--- config.mk ---
export PLATFORM = sky130hd
export DESIGN_NAME = midi_track_event_parser_flat
export DESIGN_NICKNAME = d
export VERILOG_FILES = /design/src/design/mtep_pkg.sv /design/src/design/mtep_ifs.sv /design/src/design/mtep_parser.sv /design/src/design/mtep_out_reg.sv /design/src/design/midi_track_event_parser.sv /design/src/flat_wrapper.sv
export SDC_FILE = /design/constraint.sdc
export NUM_CORES = 1
export LEC_CHECK = 0
export BUFFER_PORTS_ARGS = -buffer_cell sky130_fd_sc_hd__buf_2
export CORE_ASPECT_RATIO = 0.5
export CORE_MARGIN = 3
export CORE_UTILIZATION = 60
export DETAILED_ROUTE_END_ITERATION = 7
export HOLD_SLACK_MARGIN = 0.03
export PLACE_DENSITY = 0.75
export SLEW_MARGIN = 10
export SYNTH_ARGS = -nofsm -noshare
export SYNTH_HDL_FRONTEND = slang
export SYNTH_SLANG_ARGS = --single-unit
export TNS_END_PERCENT = 100
--- constraint.sdc ---
create_clock -name clock -period 5.74 [get_ports clock]
set_clock_uncertainty 0.05 [all_clocks]
set_input_delay 0.574 -clock clock [delete_from_list [all_inputs] [get_ports clock]]
set_output_delay 0.574 -clock clock [all_outputs]
set_load 0.1 [all_outputs]
--- src/design/mtep_pkg.sv ---
// Shared types, codes and helpers for the MIDI track event parser.
package mtep_pkg;

   // Parser phase
   typedef enum logic [3:0] {
      PH_IDLE   = 4'd0,
      PH_HEADER = 4'd1,
      PH_DELTA  = 4'd2,
      PH_STATUS = 4'd3,
      PH_DATA1  = 4'd4,
      PH_DATA2  = 4'd5,
      PH_MTYPE  = 4'd6,
      PH_LEN    = 4'd7,
      PH_SKIP   = 4'd8,
      PH_ERROR  = 4'd9
   } phase_type;

   // Result kind codes
   typedef enum logic [1:0] {
      KIND_CHAN = 2'd0,
      KIND_META = 2'd1,
      KIND_END  = 2'd2,
      KIND_ERR  = 2'd3
   } kind_type;

   localparam logic [7:0] STATUS_SYSEX      = 8'hF0;
   localparam logic [7:0] STATUS_SYSEX_ESC  = 8'hF7;
   localparam logic [7:0] STATUS_META       = 8'hFF;
   localparam logic [7:0] META_END_OF_TRACK = 8'h2F;
   localparam logic [3:0] HI_PROG_CHANGE    = 4'hC;
   localparam logic [3:0] HI_CHAN_PRESSURE  = 4'hD;

   // One result beat
   typedef struct packed {
      kind_type    kind;
      logic [27:0] delta_ticks;
      logic [23:0] short_message;
      logic [7:0]  meta_type;
   } rsp_beat_type;

   // Result offered by the parser for the accepted byte
   typedef struct packed {
      logic         valid;
      rsp_beat_type beat;
   } result_type;

   // Program change and channel pressure carry a single data byte
   function automatic logic one_data_byte(input logic [7:0] st);
      return (st[7:4] == HI_PROG_CHANGE) || (st[7:4] == HI_CHAN_PRESSURE);
   endfunction

endpackage

--- src/design/mtep_ifs.sv ---
// Valid/ready channel interfaces for track bytes and parsed events.
interface mtep_req_if;
   logic       valid;
   logic       ready;
   logic [7:0] data_byte;
   logic       chunk_start;

   modport source (output valid, output data_byte, output chunk_start, input ready);
   modport sink (input valid, input data_byte, input chunk_start, output ready);
endinterface

interface mtep_rsp_if;
   logic        valid;
   logic        ready;
   logic [1:0]  kind;
   logic [27:0] delta_ticks;
   logic [23:0] short_message;
   logic [7:0]  meta_type;

   modport source (output valid, output kind, output delta_ticks, output short_message,
                   output meta_type, input ready);
   modport sink (input valid, input kind, input delta_ticks, input short_message,
                 input meta_type, output ready);
endinterface

--- src/design/mtep_parser.sv ---
// Track byte decoder: parse state registers and the per-byte update logic.
module mtep_parser #(
   parameter int MAX_VLQ_BYTES = 4
) (
   input  logic                clock,
   input  logic                reset,
   input  logic                take,
   input  logic [7:0]          data_byte,
   input  logic                chunk_start,
   output mtep_pkg::result_type result
);
   import mtep_pkg::*;

   localparam int VCNT_W = $clog2(MAX_VLQ_BYTES + 1);

   phase_type         phase_ff, phase_in;
   logic [2:0]        hdr_ff, hdr_in;
   logic [31:0]       chunk_len_ff, chunk_len_in;
   logic [31:0]       seen_ff, seen_in;
   logic [7:0]        run_ff, run_in;
   logic [7:0]        first_ff, first_in;
   logic [27:0]       delta_ff, delta_in;
   logic [27:0]       len_ff, len_in;
   logic [VCNT_W-1:0] vcnt_ff, vcnt_in;
   logic [7:0]        meta_ff, meta_in;

   logic [27:0]       vlq_src, vlq_acc;
   logic [VCNT_W-1:0] vcnt_inc;
   logic              vlq_fin, vlq_over;
   logic              st_chan, st_meta, st_sysex;
   logic [2:0]        hdr_inc;
   logic              hdr_last;
   logic [31:0]       chunk_len_hdr, seen_inc;

   logic              body, ev_done, ev_err, ev_end;
   kind_type          ev_kind;
   logic [23:0]       ev_msg;
   logic [7:0]        ev_mt;

   // Shared decode of the incoming byte
   assign vlq_src       = (phase_ff == PH_LEN) ? len_ff : delta_ff;
   assign vlq_acc       = {vlq_src[20:0], data_byte[6:0]};
   assign vcnt_inc      = vcnt_ff + VCNT_W'(1);
   assign vlq_fin       = !data_byte[7];
   assign vlq_over      = data_byte[7] && (vcnt_inc >= VCNT_W'(MAX_VLQ_BYTES));
   assign st_chan       = data_byte[7] && (data_byte < STATUS_SYSEX);
   assign st_meta       = (data_byte == STATUS_META);
   assign st_sysex      = (data_byte == STATUS_SYSEX) || (data_byte == STATUS_SYSEX_ESC);
   assign hdr_inc       = hdr_ff + 3'd1;
   assign hdr_last      = (hdr_inc == 3'd0);
   assign chunk_len_hdr = hdr_ff[2] ? {chunk_len_ff[23:0], data_byte} : chunk_len_ff;
   assign seen_inc      = seen_ff + 32'd1;

   // Datapath update and result for one byte
   always_comb begin
      delta_in     = delta_ff;
      len_in       = len_ff;
      vcnt_in      = vcnt_ff;
      run_in       = run_ff;
      first_in     = first_ff;
      meta_in      = meta_ff;
      seen_in      = seen_ff;
      chunk_len_in = chunk_len_ff;
      hdr_in       = hdr_ff;
      body         = 1'b0;
      ev_done      = 1'b0;
      ev_err       = 1'b0;
      ev_end       = 1'b0;
      ev_kind      = KIND_CHAN;
      ev_msg       = '0;
      ev_mt        = '0;
      result       = '0;

      if (chunk_start) begin
         hdr_in       = 3'd1;
         chunk_len_in = '0;
      end else begin
         case (phase_ff)
            PH_HEADER: begin
               chunk_len_in = chunk_len_hdr;
               hdr_in       = hdr_inc;
               if (hdr_last) begin
                  seen_in  = '0;
                  run_in   = '0;
                  first_in = '0;
                  delta_in = '0;
                  len_in   = '0;
                  vcnt_in  = '0;
                  meta_in  = '0;
                  if (chunk_len_hdr == 32'd0) begin
                     result.valid     = 1'b1;
                     result.beat.kind = KIND_END;
                  end
               end
            end
            PH_DELTA: begin
               body     = 1'b1;
               delta_in = vlq_acc;
               if (vlq_fin) begin
                  vcnt_in = '0;
               end else if (vlq_over) begin
                  ev_err = 1'b1;
               end else begin
                  vcnt_in = vcnt_inc;
               end
            end
            PH_STATUS: begin
               body = 1'b1;
               if (data_byte[7]) begin
                  if (st_chan) begin
                     run_in  = data_byte;
                     meta_in = '0;
                  end else if (st_meta) begin
                     run_in  = '0;
                     meta_in = '0;
                  end else if (st_sysex) begin
                     run_in  = '0;
                     meta_in = data_byte;
                     len_in  = '0;
                     vcnt_in = '0;
                  end else begin
                     ev_err = 1'b1;
                  end
               end else if (run_ff == 8'd0) begin
                  ev_err = 1'b1;
               end else begin
                  // Running status: this byte is the first data byte
                  first_in = data_byte;
                  if (one_data_byte(run_ff)) begin
                     ev_done = 1'b1;
                     ev_msg  = {8'h00, data_byte, run_ff};
                  end
               end
            end
            PH_DATA1: begin
               body     = 1'b1;
               first_in = data_byte;
               if (one_data_byte(run_ff)) begin
                  ev_done = 1'b1;
                  ev_msg  = {8'h00, data_byte, run_ff};
               end
            end
            PH_DATA2: begin
               body    = 1'b1;
               ev_done = 1'b1;
               ev_msg  = {data_byte, first_ff, run_ff};
            end
            PH_MTYPE: begin
               body    = 1'b1;
               meta_in = data_byte;
               len_in  = '0;
               vcnt_in = '0;
            end
            PH_LEN: begin
               body   = 1'b1;
               len_in = vlq_acc;
               if (vlq_fin) begin
                  vcnt_in = '0;
                  if (vlq_acc == 28'd0) begin
                     ev_done = 1'b1;
                     ev_kind = KIND_META;
                  end
               end else if (vlq_over) begin
                  ev_err = 1'b1;
               end else begin
                  vcnt_in = vcnt_inc;
               end
            end
            PH_SKIP: begin
               body   = 1'b1;
               len_in = len_ff - 28'd1;
               if (len_in == 28'd0) begin
                  ev_done = 1'b1;
                  ev_kind = KIND_META;
               end
            end
            default: ;
         endcase

         // Count body bytes, then report error, chunk end or event
         if (body) begin
            seen_in = seen_inc;
            ev_mt   = (ev_done && (ev_kind == KIND_CHAN)) ? 8'h00 : meta_in;
            ev_end  = (ev_done && (ev_kind == KIND_META) && (meta_in == META_END_OF_TRACK))
                      || (seen_inc == chunk_len_ff);
            if (ev_err) begin
               result.valid     = 1'b1;
               result.beat.kind = KIND_ERR;
            end else if (ev_end) begin
               result.valid             = 1'b1;
               result.beat.kind         = KIND_END;
               result.beat.delta_ticks  = delta_in;
               result.beat.meta_type    = ev_mt;
            end else if (ev_done) begin
               result.valid              = 1'b1;
               result.beat.kind          = ev_kind;
               result.beat.delta_ticks   = delta_in;
               result.beat.short_message = ev_msg;
               result.beat.meta_type     = ev_mt;
            end
            if (ev_done) begin
               delta_in = '0;
               meta_in  = '0;
               vcnt_in  = '0;
            end
         end
      end
   end

   // Next phase
   always_comb begin
      phase_in = phase_ff;
      if (chunk_start) begin
         phase_in = PH_HEADER;
      end else begin
         case (phase_ff)
            PH_HEADER: begin
               if (hdr_last) begin
                  phase_in = (chunk_len_hdr == 32'd0) ? PH_IDLE : PH_DELTA;
               end
            end
            PH_DELTA: begin
               if (vlq_fin) begin
                  phase_in = PH_STATUS;
               end
            end
            PH_STATUS: begin
               if (st_chan) begin
                  phase_in = PH_DATA1;
               end else if (st_meta) begin
                  phase_in = PH_MTYPE;
               end else if (st_sysex) begin
                  phase_in = PH_LEN;
               end else if (!data_byte[7]) begin
                  phase_in = PH_DATA2;
               end
            end
            PH_DATA1: phase_in = PH_DATA2;
            PH_MTYPE: phase_in = PH_LEN;
            PH_LEN: begin
               if (vlq_fin) begin
                  phase_in = PH_SKIP;
               end
            end
            default: ;
         endcase
         if (body) begin
            if (ev_err) begin
               phase_in = PH_ERROR;
            end else if (ev_end) begin
               phase_in = PH_IDLE;
            end else if (ev_done) begin
               phase_in = PH_DELTA;
            end
         end
      end
   end

   // Advance parse state on each accepted beat
   always_ff @(posedge clock) begin
      if (reset) begin
         phase_ff     <= PH_IDLE;
         hdr_ff       <= '0;
         chunk_len_ff <= '0;
         seen_ff      <= '0;
         run_ff       <= '0;
         first_ff     <= '0;
         delta_ff     <= '0;
         len_ff       <= '0;
         vcnt_ff      <= '0;
         meta_ff      <= '0;
      end else if (take) begin
         phase_ff     <= phase_in;
         hdr_ff       <= hdr_in;
         chunk_len_ff <= chunk_len_in;
         seen_ff      <= seen_in;
         run_ff       <= run_in;
         first_ff     <= first_in;
         delta_ff     <= delta_in;
         len_ff       <= len_in;
         vcnt_ff      <= vcnt_in;
         meta_ff      <= meta_in;
      end
   end

`ifndef SYNTHESIS
   a_quiet_outside_chunk: assert property (@(posedge clock) disable iff (reset)
      (take && !chunk_start && ((phase_ff == PH_IDLE) || (phase_ff == PH_ERROR)))
      |-> !result.valid)
      else $error("result produced outside a chunk");

   a_start_restarts_header: assert property (@(posedge clock) disable iff (reset)
      (take && chunk_start)
      |=> ((phase_ff == PH_HEADER) && (hdr_ff == 3'd1) && (chunk_len_ff == 32'd0)))
      else $error("chunk start did not restart the header");

   a_error_parks: assert property (@(posedge clock) disable iff (reset)
      (take && result.valid && (result.beat.kind == KIND_ERR)) |=> (phase_ff == PH_ERROR))
      else $error("format error did not park the parser");

   a_end_idles: assert property (@(posedge clock) disable iff (reset)
      (take && result.valid && (result.beat.kind == KIND_END)) |=> (phase_ff == PH_IDLE))
      else $error("chunk end did not leave the chunk");

   a_vlq_count_bound: assert property (@(posedge clock) disable iff (reset)
      (phase_ff != PH_ERROR) |-> (vcnt_ff < VCNT_W'(MAX_VLQ_BYTES)))
      else $error("variable-length byte count out of range");
`endif

endmodule

--- src/design/mtep_out_reg.sv ---
// Result register that drives the event channel and frees the byte channel.
module mtep_out_reg (
   input  logic                 clock,
   input  logic                 reset,
   input  logic                 load,
   input  mtep_pkg::result_type result,
   output logic                 room,
   mtep_rsp_if.source           rsp_bus
);
   import mtep_pkg::*;

   logic         valid_ff, valid_in;
   rsp_beat_type beat_ff;

   // Free when empty or being drained this cycle
   assign room = !valid_ff || rsp_bus.ready;

   // Load on each accepted byte, drop once taken
   always_comb begin
      valid_in = valid_ff;
      if (load) begin
         valid_in = result.valid;
      end else if (rsp_bus.ready) begin
         valid_in = 1'b0;
      end
   end

   always_ff @(posedge clock) begin
      if (reset) begin
         valid_ff <= 1'b0;
      end else begin
         valid_ff <= valid_in;
      end
   end

   // Hold the payload until replaced
   always_ff @(posedge clock) begin
      if (load && result.valid) begin
         beat_ff <= result.beat;
      end
   end

   assign rsp_bus.valid         = valid_ff;
   assign rsp_bus.kind          = beat_ff.kind;
   assign rsp_bus.delta_ticks   = beat_ff.delta_ticks;
   assign rsp_bus.short_message = beat_ff.short_message;
   assign rsp_bus.meta_type     = beat_ff.meta_type;

endmodule

--- src/design/midi_track_event_parser.sv ---
// Top level of the MIDI track event parser.
//
// req_bus carries one byte of a track chunk per beat; chunk_start marks the
// first ID byte of a chunk header and restarts parsing from any state.
// rsp_bus carries one event beat: kind (channel message, meta/SysEx skipped,
// chunk end, format error), delta time, packed short message and meta type.
// A byte produces at most one event beat; most bytes produce none.
// The event caused by a byte is registered and offered on rsp_bus in the
// cycle after that byte is accepted.
// Throughput: one byte per cycle while the result register has room; the parse
// state is updated in the same cycle that a byte is accepted, and the result
// register is refilled as it drains.
// When rsp_bus stalls with an event held, req_bus.ready follows
// rsp_bus.ready, so bytes keep flowing as long as the held event is taken.
// Reset clears the parse state; bytes are then ignored until chunk_start.
module midi_track_event_parser #(
   parameter int MAX_VLQ_BYTES = 4
) (
   input  logic       clock,
   input  logic       reset,
   mtep_req_if.sink   req_bus,
   mtep_rsp_if.source rsp_bus
);
   import mtep_pkg::*;

   result_type result;
   logic       room;
   logic       take;

   assign req_bus.ready = room;
   assign take          = req_bus.valid && room;

   mtep_parser #(
      .MAX_VLQ_BYTES (MAX_VLQ_BYTES)
   ) u_parser (
      .clock       (clock),
      .reset       (reset),
      .take        (take),
      .data_byte   (req_bus.data_byte),
      .chunk_start (req_bus.chunk_start),
      .result      (result)
   );

   mtep_out_reg u_out_reg (
      .clock   (clock),
      .reset   (reset),
      .load    (take),
      .result  (result),
      .room    (room),
      .rsp_bus (rsp_bus)
   );

endmodule
--- src/flat_wrapper.sv ---
// flat-port wrapper written by rule: the top's interface ports become plain ports
module midi_track_event_parser_flat import mtep_pkg::*;
#(
   parameter int MAX_VLQ_BYTES = 4
)
  (clock, reset, req_bus_valid, req_bus_data_byte, req_bus_chunk_start, req_bus_ready, rsp_bus_valid, rsp_bus_kind, rsp_bus_delta_ticks, rsp_bus_short_message, rsp_bus_meta_type, rsp_bus_ready);
  mtep_req_if req_bus_i ();
  mtep_rsp_if rsp_bus_i ();
  input  logic clock;
  input  logic reset;
  input wire logic [$bits(req_bus_i.valid)-1:0] req_bus_valid;
  input wire logic [$bits(req_bus_i.data_byte)-1:0] req_bus_data_byte;
  input wire logic [$bits(req_bus_i.chunk_start)-1:0] req_bus_chunk_start;
  output wire logic [$bits(req_bus_i.ready)-1:0] req_bus_ready;
  output wire logic [$bits(rsp_bus_i.valid)-1:0] rsp_bus_valid;
  output wire logic [$bits(rsp_bus_i.kind)-1:0] rsp_bus_kind;
  output wire logic [$bits(rsp_bus_i.delta_ticks)-1:0] rsp_bus_delta_ticks;
  output wire logic [$bits(rsp_bus_i.short_message)-1:0] rsp_bus_short_message;
  output wire logic [$bits(rsp_bus_i.meta_type)-1:0] rsp_bus_meta_type;
  input wire logic [$bits(rsp_bus_i.ready)-1:0] rsp_bus_ready;
  assign req_bus_i.valid = req_bus_valid;
  assign req_bus_i.data_byte = req_bus_data_byte;
  assign req_bus_i.chunk_start = req_bus_chunk_start;
  assign req_bus_ready = req_bus_i.ready;
  assign rsp_bus_valid = rsp_bus_i.valid;
  assign rsp_bus_kind = rsp_bus_i.kind;
  assign rsp_bus_delta_ticks = rsp_bus_i.delta_ticks;
  assign rsp_bus_short_message = rsp_bus_i.short_message;
  assign rsp_bus_meta_type = rsp_bus_i.meta_type;
  assign rsp_bus_i.ready = rsp_bus_ready;
  midi_track_event_parser #(.MAX_VLQ_BYTES(MAX_VLQ_BYTES)) u_core (.clock(clock), .reset(reset), .req_bus(req_bus_i), .rsp_bus(rsp_bus_i));
endmodule
After elaboration in Yosys (flattened, before gate mapping)
Index checks and enable logic that the tools add are counted.

cells by class
  magnitude comparators = 2
  add/subtract/negate cells = 4
  reduce and logical (&&, ||, !) cells = 35
  muxes and demuxes = 109
  equality and inequality tests = 24
  bitwise operators = 3

operators with widths
  kind                                                  number
  2-to-1 mux 28 bit                                     8
  2-to-1 mux 32 bit                                     6
  2-to-1 mux 63 bit                                     3
  case mux 28 bit (5 select lines)                      1
  2-to-1 mux 8 bit                                      17
  case mux 24 bit (3 select lines)                      1
  2-to-1 mux 60 bit                                     1
  logical NOT 28 bit                                    2
  case mux 28 bit (2 select lines)                      1
  2-to-1 mux 4 bit                                      12
  case mux 8 bit (3 select lines)                       2
  2-to-1 mux 15 bit                                     3
  2-to-1 mux 3 bit                                      15
  adder 32 x 1 -> 32 bit (second input constant)        1
  equality test 32 bit                                  1
  logical NOT 32 bit                                    1
  2-to-1 mux 31 bit                                     1
  subtractor 28 x 1 -> 28 bit (second input constant)   1
  2-to-1 mux 1 bit                                      27
  equality test 8 bit (second input constant)           3
  2-to-1 mux 24 bit                                     1
  case mux 4 bit (6 select lines)                       1
  2-to-1 mux 21 bit                                     1
  equality test 4 x 3 -> 1 bit (second input constant)  4
  34 further kinds                                      63

storage, ports and cells
  bits in registers = 217
  input bits = 13
  output and inout bits = 64
  word-level logic and storage cells = 192

Depth between registers and ports, before layout
Gate-level depths: netlist (run 1).

  depth in word-level cells = 17
  gate-level depth with buffers = 13
  depth with buffers taken out = 11

Modules after synthesis
From an unflattened synthesis (run 1), not the netlist that was laid out.

unflattened totals
  cells, all modules = 1327
  area, all modules = 11521.0 µm²

modules (own cells, without submodules)
  module                   instances  cells each  area an instance (µm²)  sequential area each (µm²)
  mtep_parser              1          1259        9593.0                  3083.0
  mtep_out_reg             1          67          1921.8                  1881.8
  midi_track_event_parser  1          1           6.3                     0.0

Worst setup path after synthesis (run 1)
Ideal clock, no wire load.

  path kind = register to register
  start = reg u_core.u_out_reg.valid_ff, in the netlist u_core.u_out_reg.rsp_bus.valid
  end = reg u_core.u_out_reg.beat_ff (netlist bit u_core.u_out_reg.rsp_bus.delta_ticks[0]) (enable)
  arrival = 3998 ps
  data required time = 5012 ps
  clock period less this slack = 4725 ps
  stages on the path, launching flop included = 8
  slack = 1015 ps
  path buffers = 1
  cells stage by stage = dfxtp_1 > nand2b_1 > and2_0 > nand2b_1 > nor2_1 > clkbuf_1 > o21ai_0 > nand2_1

on the way
  longest elaborated chain between the ends = 4

ends and longest elaborated chain
  item                    line                           RTL
  start, declared         mtep_out_reg.sv:12             logic valid_ff, valid_in;
  start signal, assigned  mtep_out_reg.sv:32             valid_ff <= valid_in;
  logical NOT 1 bit       mtep_out_reg.sv:16             assign room = !valid_ff || rsp_bus.ready;
  logical OR 1 bit        mtep_out_reg.sv:16
  net req_bus_ready       flat_wrapper.sv:14             output wire logic [$bits(req_bus_i.ready)-1:0] req_bus_ready;
  logical AND 1 bit       midi_track_event_parser.sv:31  assign take = req_bus.valid && room;
  logical AND 1 bit       mtep_out_reg.sv:38             if (load && result.valid) begin
  end signal, assigned    mtep_out_reg.sv:39             beat_ff <= result.beat;
  end, declared           mtep_out_reg.sv:13             rsp_beat_type beat_ff;

The timed path passes the listed nets, and every way through them passes these cells.
A chain may end at the register's enable or synchronous reset.

Final worst setup path (run 1)
  start = reg u_core.u_parser.len_ff[0]
  end = reg u_core.u_out_reg.beat_ff (netlist bit u_core.u_out_reg.rsp_bus.short_message[5]) (enable)

on the way
  longest elaborated chain between the ends = 15
  elaborated cells on any way between the ends = 24
  classes of those cells = add/sub (1); eq/ne (1); mux (16); reduce/logical (6)

ends and longest elaborated chain
  item                                                                                  line                RTL
  start, declared                                                                       mtep_parser.sv:23   logic [27:0] len_ff, len_in;
  start signal, assigned                                                                mtep_parser.sv:280  len_ff <= len_in;
  parallel branches: the longest is 10 deep, another holds subtractor 28 x 1 -> 28 bit  --
  2-to-1 mux 31 bit *                                                                   mtep_parser.sv:189  end else if (ev_end) begin
  2-to-1 mux 3 bit *                                                                    mtep_parser.sv:186  if (ev_err) begin
  2-to-1 mux 63 bit *                                                                   mtep_parser.sv:181  if (body) begin
  2-to-1 mux 63 bit *                                                                   mtep_parser.sv:74   if (chunk_start) begin
  logical AND 1 bit *                                                                   mtep_out_reg.sv:38

Mark *: on every way between the ends. The select of a mux whose other input is x is not followed.

==> results.cfg, run 1 <==
[timing]
rsz0062_at_grt = no
tns_ns = 0
max_clock_freq_mhz = 222
setup_viol = 0
max_slew.worst_pin.slew_ns = 1.17
finalHoldViolations = 0
fin_crit_sh_pct = 78.5
whs_ns = 0.268
slew_headroom_pct = 21.2
finalMaxSlewViolations = 0
min_period_ns = 4.51

[critical_path]
reg2reg_to = u_core.u_out_reg.rsp_bus.short_message[5]
cp.arrival_ns = 4.62
crit_type = flip-flop to flip-flop
crit_buf_inv = 2
r2r-start = u_core.u_parser.len_ff[0]
startpoint = u_core.u_parser.len_ff[0]
cp-end-kind = flip-flop
critical_path.slowest_cell = or4b_4
path_delay_family = simple AND/OR/NAND/NOR gates
worstPathCellList = inv_1 -> ha_1 -> or4b_4 -> nor4_2 -> and3b_2 -> xor2_1 -> nor4_1 -> a31oi_4 -> o2bb2ai_4 -> o21ai_0 -> nand2_2 -> buf_4
worst_path_largest_cell_delay_ns = 0.53
crit_path_start_kind = flip-flop
cp-endpoint = u_core.u_out_reg.rsp_bus.short_message[5]
crit_cells = 12
path_max_fanout = 31
worstPathRequired_ns = 5.85
r2r_setup_slack_ns = 1.23
ff2ff_path_depth = 12

[floorplanning]
initial_core_util_pct = 62.0
dieArea_um2 = 21100
die_w_um = 202
io_pins = 77
rows = 35
die_height_um = 104
core_area_um2 = 18700

[detailed_routing]
first_pass_iters = 6
viasPerCell = 6.68
avgRoutedWirePerCell_um = 20.7
drc = 0
drtIter0Drc = 959
ant_nets = 0
vias = 10842
routed_wl_um = 33600

[power]
power_density_nw_per_um2 = 252
vdd_drop_max_v = 0.000227
power.leakage_nw = 4.34

[grt]
grt_usage_pct = 31.3
use_met2_pct = 49.2
grt_max_degree = 77
grt_pass1_wl_um = 54400
overflow = 0
grt_use_met3_pct = 5.19
grt_pass1_vias = 10056
busiest_layer = met2
antenna_found_initial = 0
grtUsageMet1_pct = 45.6

[yosys]
ys_types = 83
yosys-top-cells-count = nor2_1 (161), dfxtp_1 (155), nand2_1 (124), a21oi_1 (93), clkbuf_1 (86)
synth_top_area_cell = dfxtp_1
synth_top_family_by_area = simple AND/OR/NAND/NOR gates
synth_cells = 1345
syn_area_um2 = 11600
yosysWarnings = 0
synth-simple-area-share_pct = 25.9
ys_ff_latch = 217
synth_top_area_share_pct = 26.8
async_flop_share_pct = 0
synth_xor_area_share_pct = 4.55
yosysMostFrequentCell = nor2_1
avgSynthCellArea_um2 = 8.59
ys_seq_area_share_pct = 43.0
synth.area.mux_share_pct = 0.455
synth_area_leaders = dfxtp_1 (27%), edfxtp_1 (16%), nor2_1 (5.2%)
synth_nets = 1364
yosys.area_share.adder_pct = 0.649
synthFlopType = dfxtp_1
synth_compound_area_share_pct = 20.9
synth_edf_count = 62

[clocking]
clock_path_buffers = 3
post_cts_buffers = 0
cts_buffers = 21
clk-insertion-delay-late_ns = 0.51
cts_sinks = 217
cts_tree = done
postCtsResizedCells = 0
path_clk_slew_ns = 0.07
h-tree-depth = 1
cts-hold-fix-buffers = 0
ctsRootBufferMaster = clkbuf_16

[layout]
stdcell_area_um2 = 12700
diodes = 0
fill_cells = 1537
final_nets = 1371
drive_above_1_share_pct = 12.4
area_growth_pct = 9.48

[worst_hold_path]
hp-class = input port to flip-flop

[run]
maxCapViolations = 0

[status]
outcome = complete, no violations

[place]
io_buffers = 76
place_area_um2 = 12000
gp_congestion = 0.974
dpl.hpwl_um = 22600
report_power, final:
group | total [W] | internal, W | switching, W
Combinational | 0.000187 | 0.0000552 | 0.000132
Clock | 0.00142 | 0.000823 | 0.000601
Sequential | 0.00158 | 0.00157 | 0.0000132
cell type report:
cell class | instances | area (um^2) | area share, %
clock inverters | 12 | 143 | 1.13
repair buffers | 95 | 526 | 4.15
inverters | 18 | 67.6 | 0.534
well taps | 259 | 324 | 2.56
multi-input cells | 999 | 6080 | 48.1
flip-flops and latches | 217 | 4960 | 39.2
clock buffers | 24 | 547 | 4.32
how the worst min path moves through the flow:
stage                                      start                            to  slack (ns)  depth (start not counted)
detailed placement  u_core.u_parser.delta_ff[27]  u_core.u_parser.delta_ff[27]        0.40                          2
global route                               reset    u_core.u_parser.meta_ff[7]        0.26                          2
CTS                                        reset  u_core.u_parser.delta_ff[27]        0.25                          2
global placement      u_core.u_parser.meta_ff[5]    u_core.u_parser.meta_ff[5]        0.39                          2
floorplan             u_core.u_parser.meta_ff[4]    u_core.u_parser.meta_ff[4]        0.38                          2
finish                                     reset  u_core.u_parser.delta_ff[27]        0.27                          2
kinds of logic after synthesis:
group                    after synthesis
AND/OR/NAND/NOR                      582
AO/OA/AOI/OAI                        346
XOR/XNOR                              60
multiplexers                           5
flip-flops                           217
adder cells (fa/ha/maj)                6
buffers and inverters                129
per-layer routing:
layer | wire (um) | part of all wire, %
met1 | 14900 | 44
met2 | 15000 | 45
met3 | 2910 | 8.7
met4 | 729 | 2.2
met5 | 0 | 0
cells in the final DEF, fill, tap and decap left out, types with 7 or more instances in the layout:
cell / count
edfxtp_1: 62
and3_1: 26
nand2_1: 123
nand4_1: 37
a21oi_1: 93
xor2_1: 22
buf_2: 75
buf_4: 20
nor4_1: 24
o21ai_0: 52
xnor2_1: 38
nor3_1: 62
o31ai_1: 7
a211oi_1: 15
dfxtp_1: 155
nand3_1: 44
or3_1: 16
inv_1: 17
or2_2: 7
a221oi_1: 12
nor4_2: 8
a32o_1: 19
a31oi_1: 11
clkbuf_16: 21
a2bb2o_1: 20
a22oi_1: 64
or4_1: 12
nor2_1: 159
per-stage QoR:
step	std cells	utilization, %	setup WS, ns	total power [W]
after global placement	1588	64.1	1.48	0.00179
after CTS	1624	67.8	1.29	0.00320
after floorplan	1345	-	1.01	0.00175
after global routing	1624	67.8	1.02	0.00329
after detailed placement	1588	64.1	1.31	0.00180
final	1624	67.8	1.23	0.00319
registers in the layout, summed over array words and instances (netlist names), 2 cells and up:
| signal | cells |
|---|---|
| u_core.u_parser.len_ff | 28 |
| u_core.u_parser.phase_ff | 4 |
| u_core.u_parser.vcnt_ff | 3 |
| u_core.u_out_reg.rsp_bus.meta_type | 8 |
| u_core.u_out_reg.rsp_bus.kind | 2 |
| u_core.u_parser.chunk_len_ff | 32 |
| u_core.u_parser.seen_ff | 32 |
| u_core.u_out_reg.rsp_bus.short_message | 24 |
| u_core.u_parser.meta_ff | 8 |
| u_core.u_parser.first_ff | 8 |
| u_core.u_parser.run_ff | 8 |
| u_core.u_parser.hdr_ff | 3 |
| u_core.u_parser.delta_ff | 28 |
| u_core.u_out_reg.rsp_bus.delta_ticks | 28 |
(Power assumes the default switching activity.)
==> run 2: changes to the inputs <==
CORE_UTILIZATION = 55   (was 60)
PLACE_DENSITY = 0.72   (was 0.75)
clock period = 4.14 ns   (was 5.74 ns; I/O delays follow)
==> results.cfg, run 2 (synthesis results as in run 1) <==
[clocking]
cts_buffers = 21
post_cts_buffers = 0
ctsRootBufferMaster = clkbuf_16
cts_tree = done
path_clk_slew_ns = 0.07
h-tree-depth = 1
cts_sinks = 217
clock_path_buffers = 3
clk-insertion-delay-late_ns = 0.51

[floorplanning]
die_w_um = 211
rows = 36
core_area_um2 = 20000
initial_core_util_pct = 57.7
io_pins = 77
dieArea_um2 = 22900
die_height_um = 109

[timing]
whs_ns = 0.235
fin_crit_sh_pct = 92.8
max_clock_freq_mhz = 260
setup_viol = 0
min_period_ns = 3.84
max_slew.worst_pin.slew_ns = 1.15
finalMaxSlewViolations = 0
tns_ns = 0
slew_headroom_pct = 23.3
rsz0062_at_grt = no
finalHoldViolations = 0

[layout]
stdcell_area_um2 = 12900
multi_input_area_um2 = 6090
layout_commonest_cell = nor2_1
area_growth_pct = 11.6
final_cell_mix = nor2_1 (159), dfxtp_1 (155), nand2_1 (123), a21oi_1 (93), buf_2 (75)
utilization_pct = 64.4
final_nets = 1403
diodes = 0
top_regs = u_core.u_parser.chunk_len_ff x32, u_core.u_parser.seen_ff x32
drive_above_1_share_pct = 14.4
fill_cells = 1719
seq_area_um2 = 4960

[critical_path]
worstPathRequired_ns = 4.31
crit_type = flip-flop to flip-flop
cp-end-kind = flip-flop
worst_path_largest_cell_delay_ns = 0.53
crit_path_start_kind = flip-flop
r2r-start = u_core.u_parser.len_ff[0]
startpoint = u_core.u_parser.len_ff[0]
path_max_fanout = 16
critical_path.slowest_cell = or4b_4
worstPathCellList = inv_1 -> ha_1 -> or4b_4 -> nor4_2 -> and3b_2 -> xor2_1 -> nor4_2 -> a31oi_4 -> buf_4 -> nand3_1 -> nand2_1 -> nand2_4 -> buf_4
cp.arrival_ns = 4.01
r2r_setup_slack_ns = 0.30

[power]
pwr-share-seq_pct = 50.4
clockPowerShare_pct = 43.3
power.switching_fraction_pct = 23.7
finalPower_w = 0.00434
power_density_nw_per_um2 = 336
power.share.combinational_pct = 6.2
p_int_w = 0.00331
power.leakage_nw = 4.49
vdd_drop_max_v = 0.000252
p_sw_w = 0.00103

[detailed_routing]
first_pass_iters = 8
avgRoutedWirePerCell_um = 20.1
ant_nets = 0
drtIter0Drc = 1157
drc = 0
viasPerCell = 6.55
vias = 10901
routed_wl_um = 33400

[grt]
grt_pass1_wl_um = 53600
busiest_layer = met2
grt_usage_pct = 28.8
overflow = 0
grt_max_degree = 74
grt_use_met3_pct = 4.17
grt_pass1_vias = 10079
use_met2_pct = 46.2
grtUsageMet1_pct = 41.1
antenna_found_initial = 0

[run]
maxCapViolations = 0

[place]
place_area_um2 = 12200
io_buffers = 76
dpl.hpwl_um = 22600
gp_congestion = 0.945

[worst_hold_path]
min_from = rsp_bus_ready
hp-class = input port to flip-flop

[status]
outcome = complete, no violations
## run 2: changes by cell type in the layout (fill, tap and decap cells not counted), sizes merged
cell,previous run,this run
bufinv,3,0
clkbuf,24,32
inv,20,19
buf,95,127
clkinv,7,4
clkinvlp,0,1
## run 2: final timing paths
kind,to,depth (start not counted)
hold / removal,u_core.u_out_reg.rsp_bus.valid,3
setup / recovery,u_core.u_out_reg.rsp_bus.short_message[5],13
hold reg to reg,u_core.u_parser.meta_ff[4],2
setup reg to reg,u_core.u_out_reg.rsp_bus.short_message[5],13
## run 2: power by group through the flow
stage          sequential, W  combinational, W  clock, W
4_1_cts              0.00219          0.000264   0.00190
5_1_grt              0.00219          0.000294   0.00200
3_3_place_gp         0.00224          0.000256         0
6_report             0.00219          0.000271   0.00188
2_1_floorplan        0.00223          0.000191         0
3_5_place_dp         0.00224          0.000262         0
## run 2: final cells by class
class                   instances  area share (%)
clock buffers                  32            4.86
clock inverters                 6           0.310
inverters                      18           0.524
multi-input cells             999            47.2
flip-flops and latches        217            38.5
well taps                     266            2.58
repair buffers                127            6.03
## run 2: repair_timing
action	in CTS	in global routing
resized for setup	0	2
hold endpoints to repair	0	0
hold buffers	0	0
endpoints found under the setup margin	0	62
## run 2: stage by stage
| stage | cells | setup slack (ns) |
|---|---|---|
| 2_1_floorplan | 1345 | 0.0115 |
| 3_3_place_gp | 1627 | 0.205 |
| 3_5_place_dp | 1627 | 0.0727 |
| 4_1_cts | 1665 | 0.0552 |
| 5_1_grt | 1665 | 0.0373 |
| 6_report | 1665 | 0.297 |
## run 2: critical path: cells and delay by family, from the launching register on
| family | cells | cell delay [ns] |
|---|---|---|
| xor+xnor | 1 | 0.08 |
| simple gates | 7 | 2.05 |
| fa+ha+maj | 1 | 0.28 |
| buf+inv | 3 | 0.53 |
| compound gates | 1 | 0.16 |
| flops | 1 | 0.38 |
## run 2: routing by layer
metal	vias to the layer above	wire [um]
met5	-	0
met1	5237	14900
met3	74	2890
met4	0	767
li1	5094	-
met2	496	14900
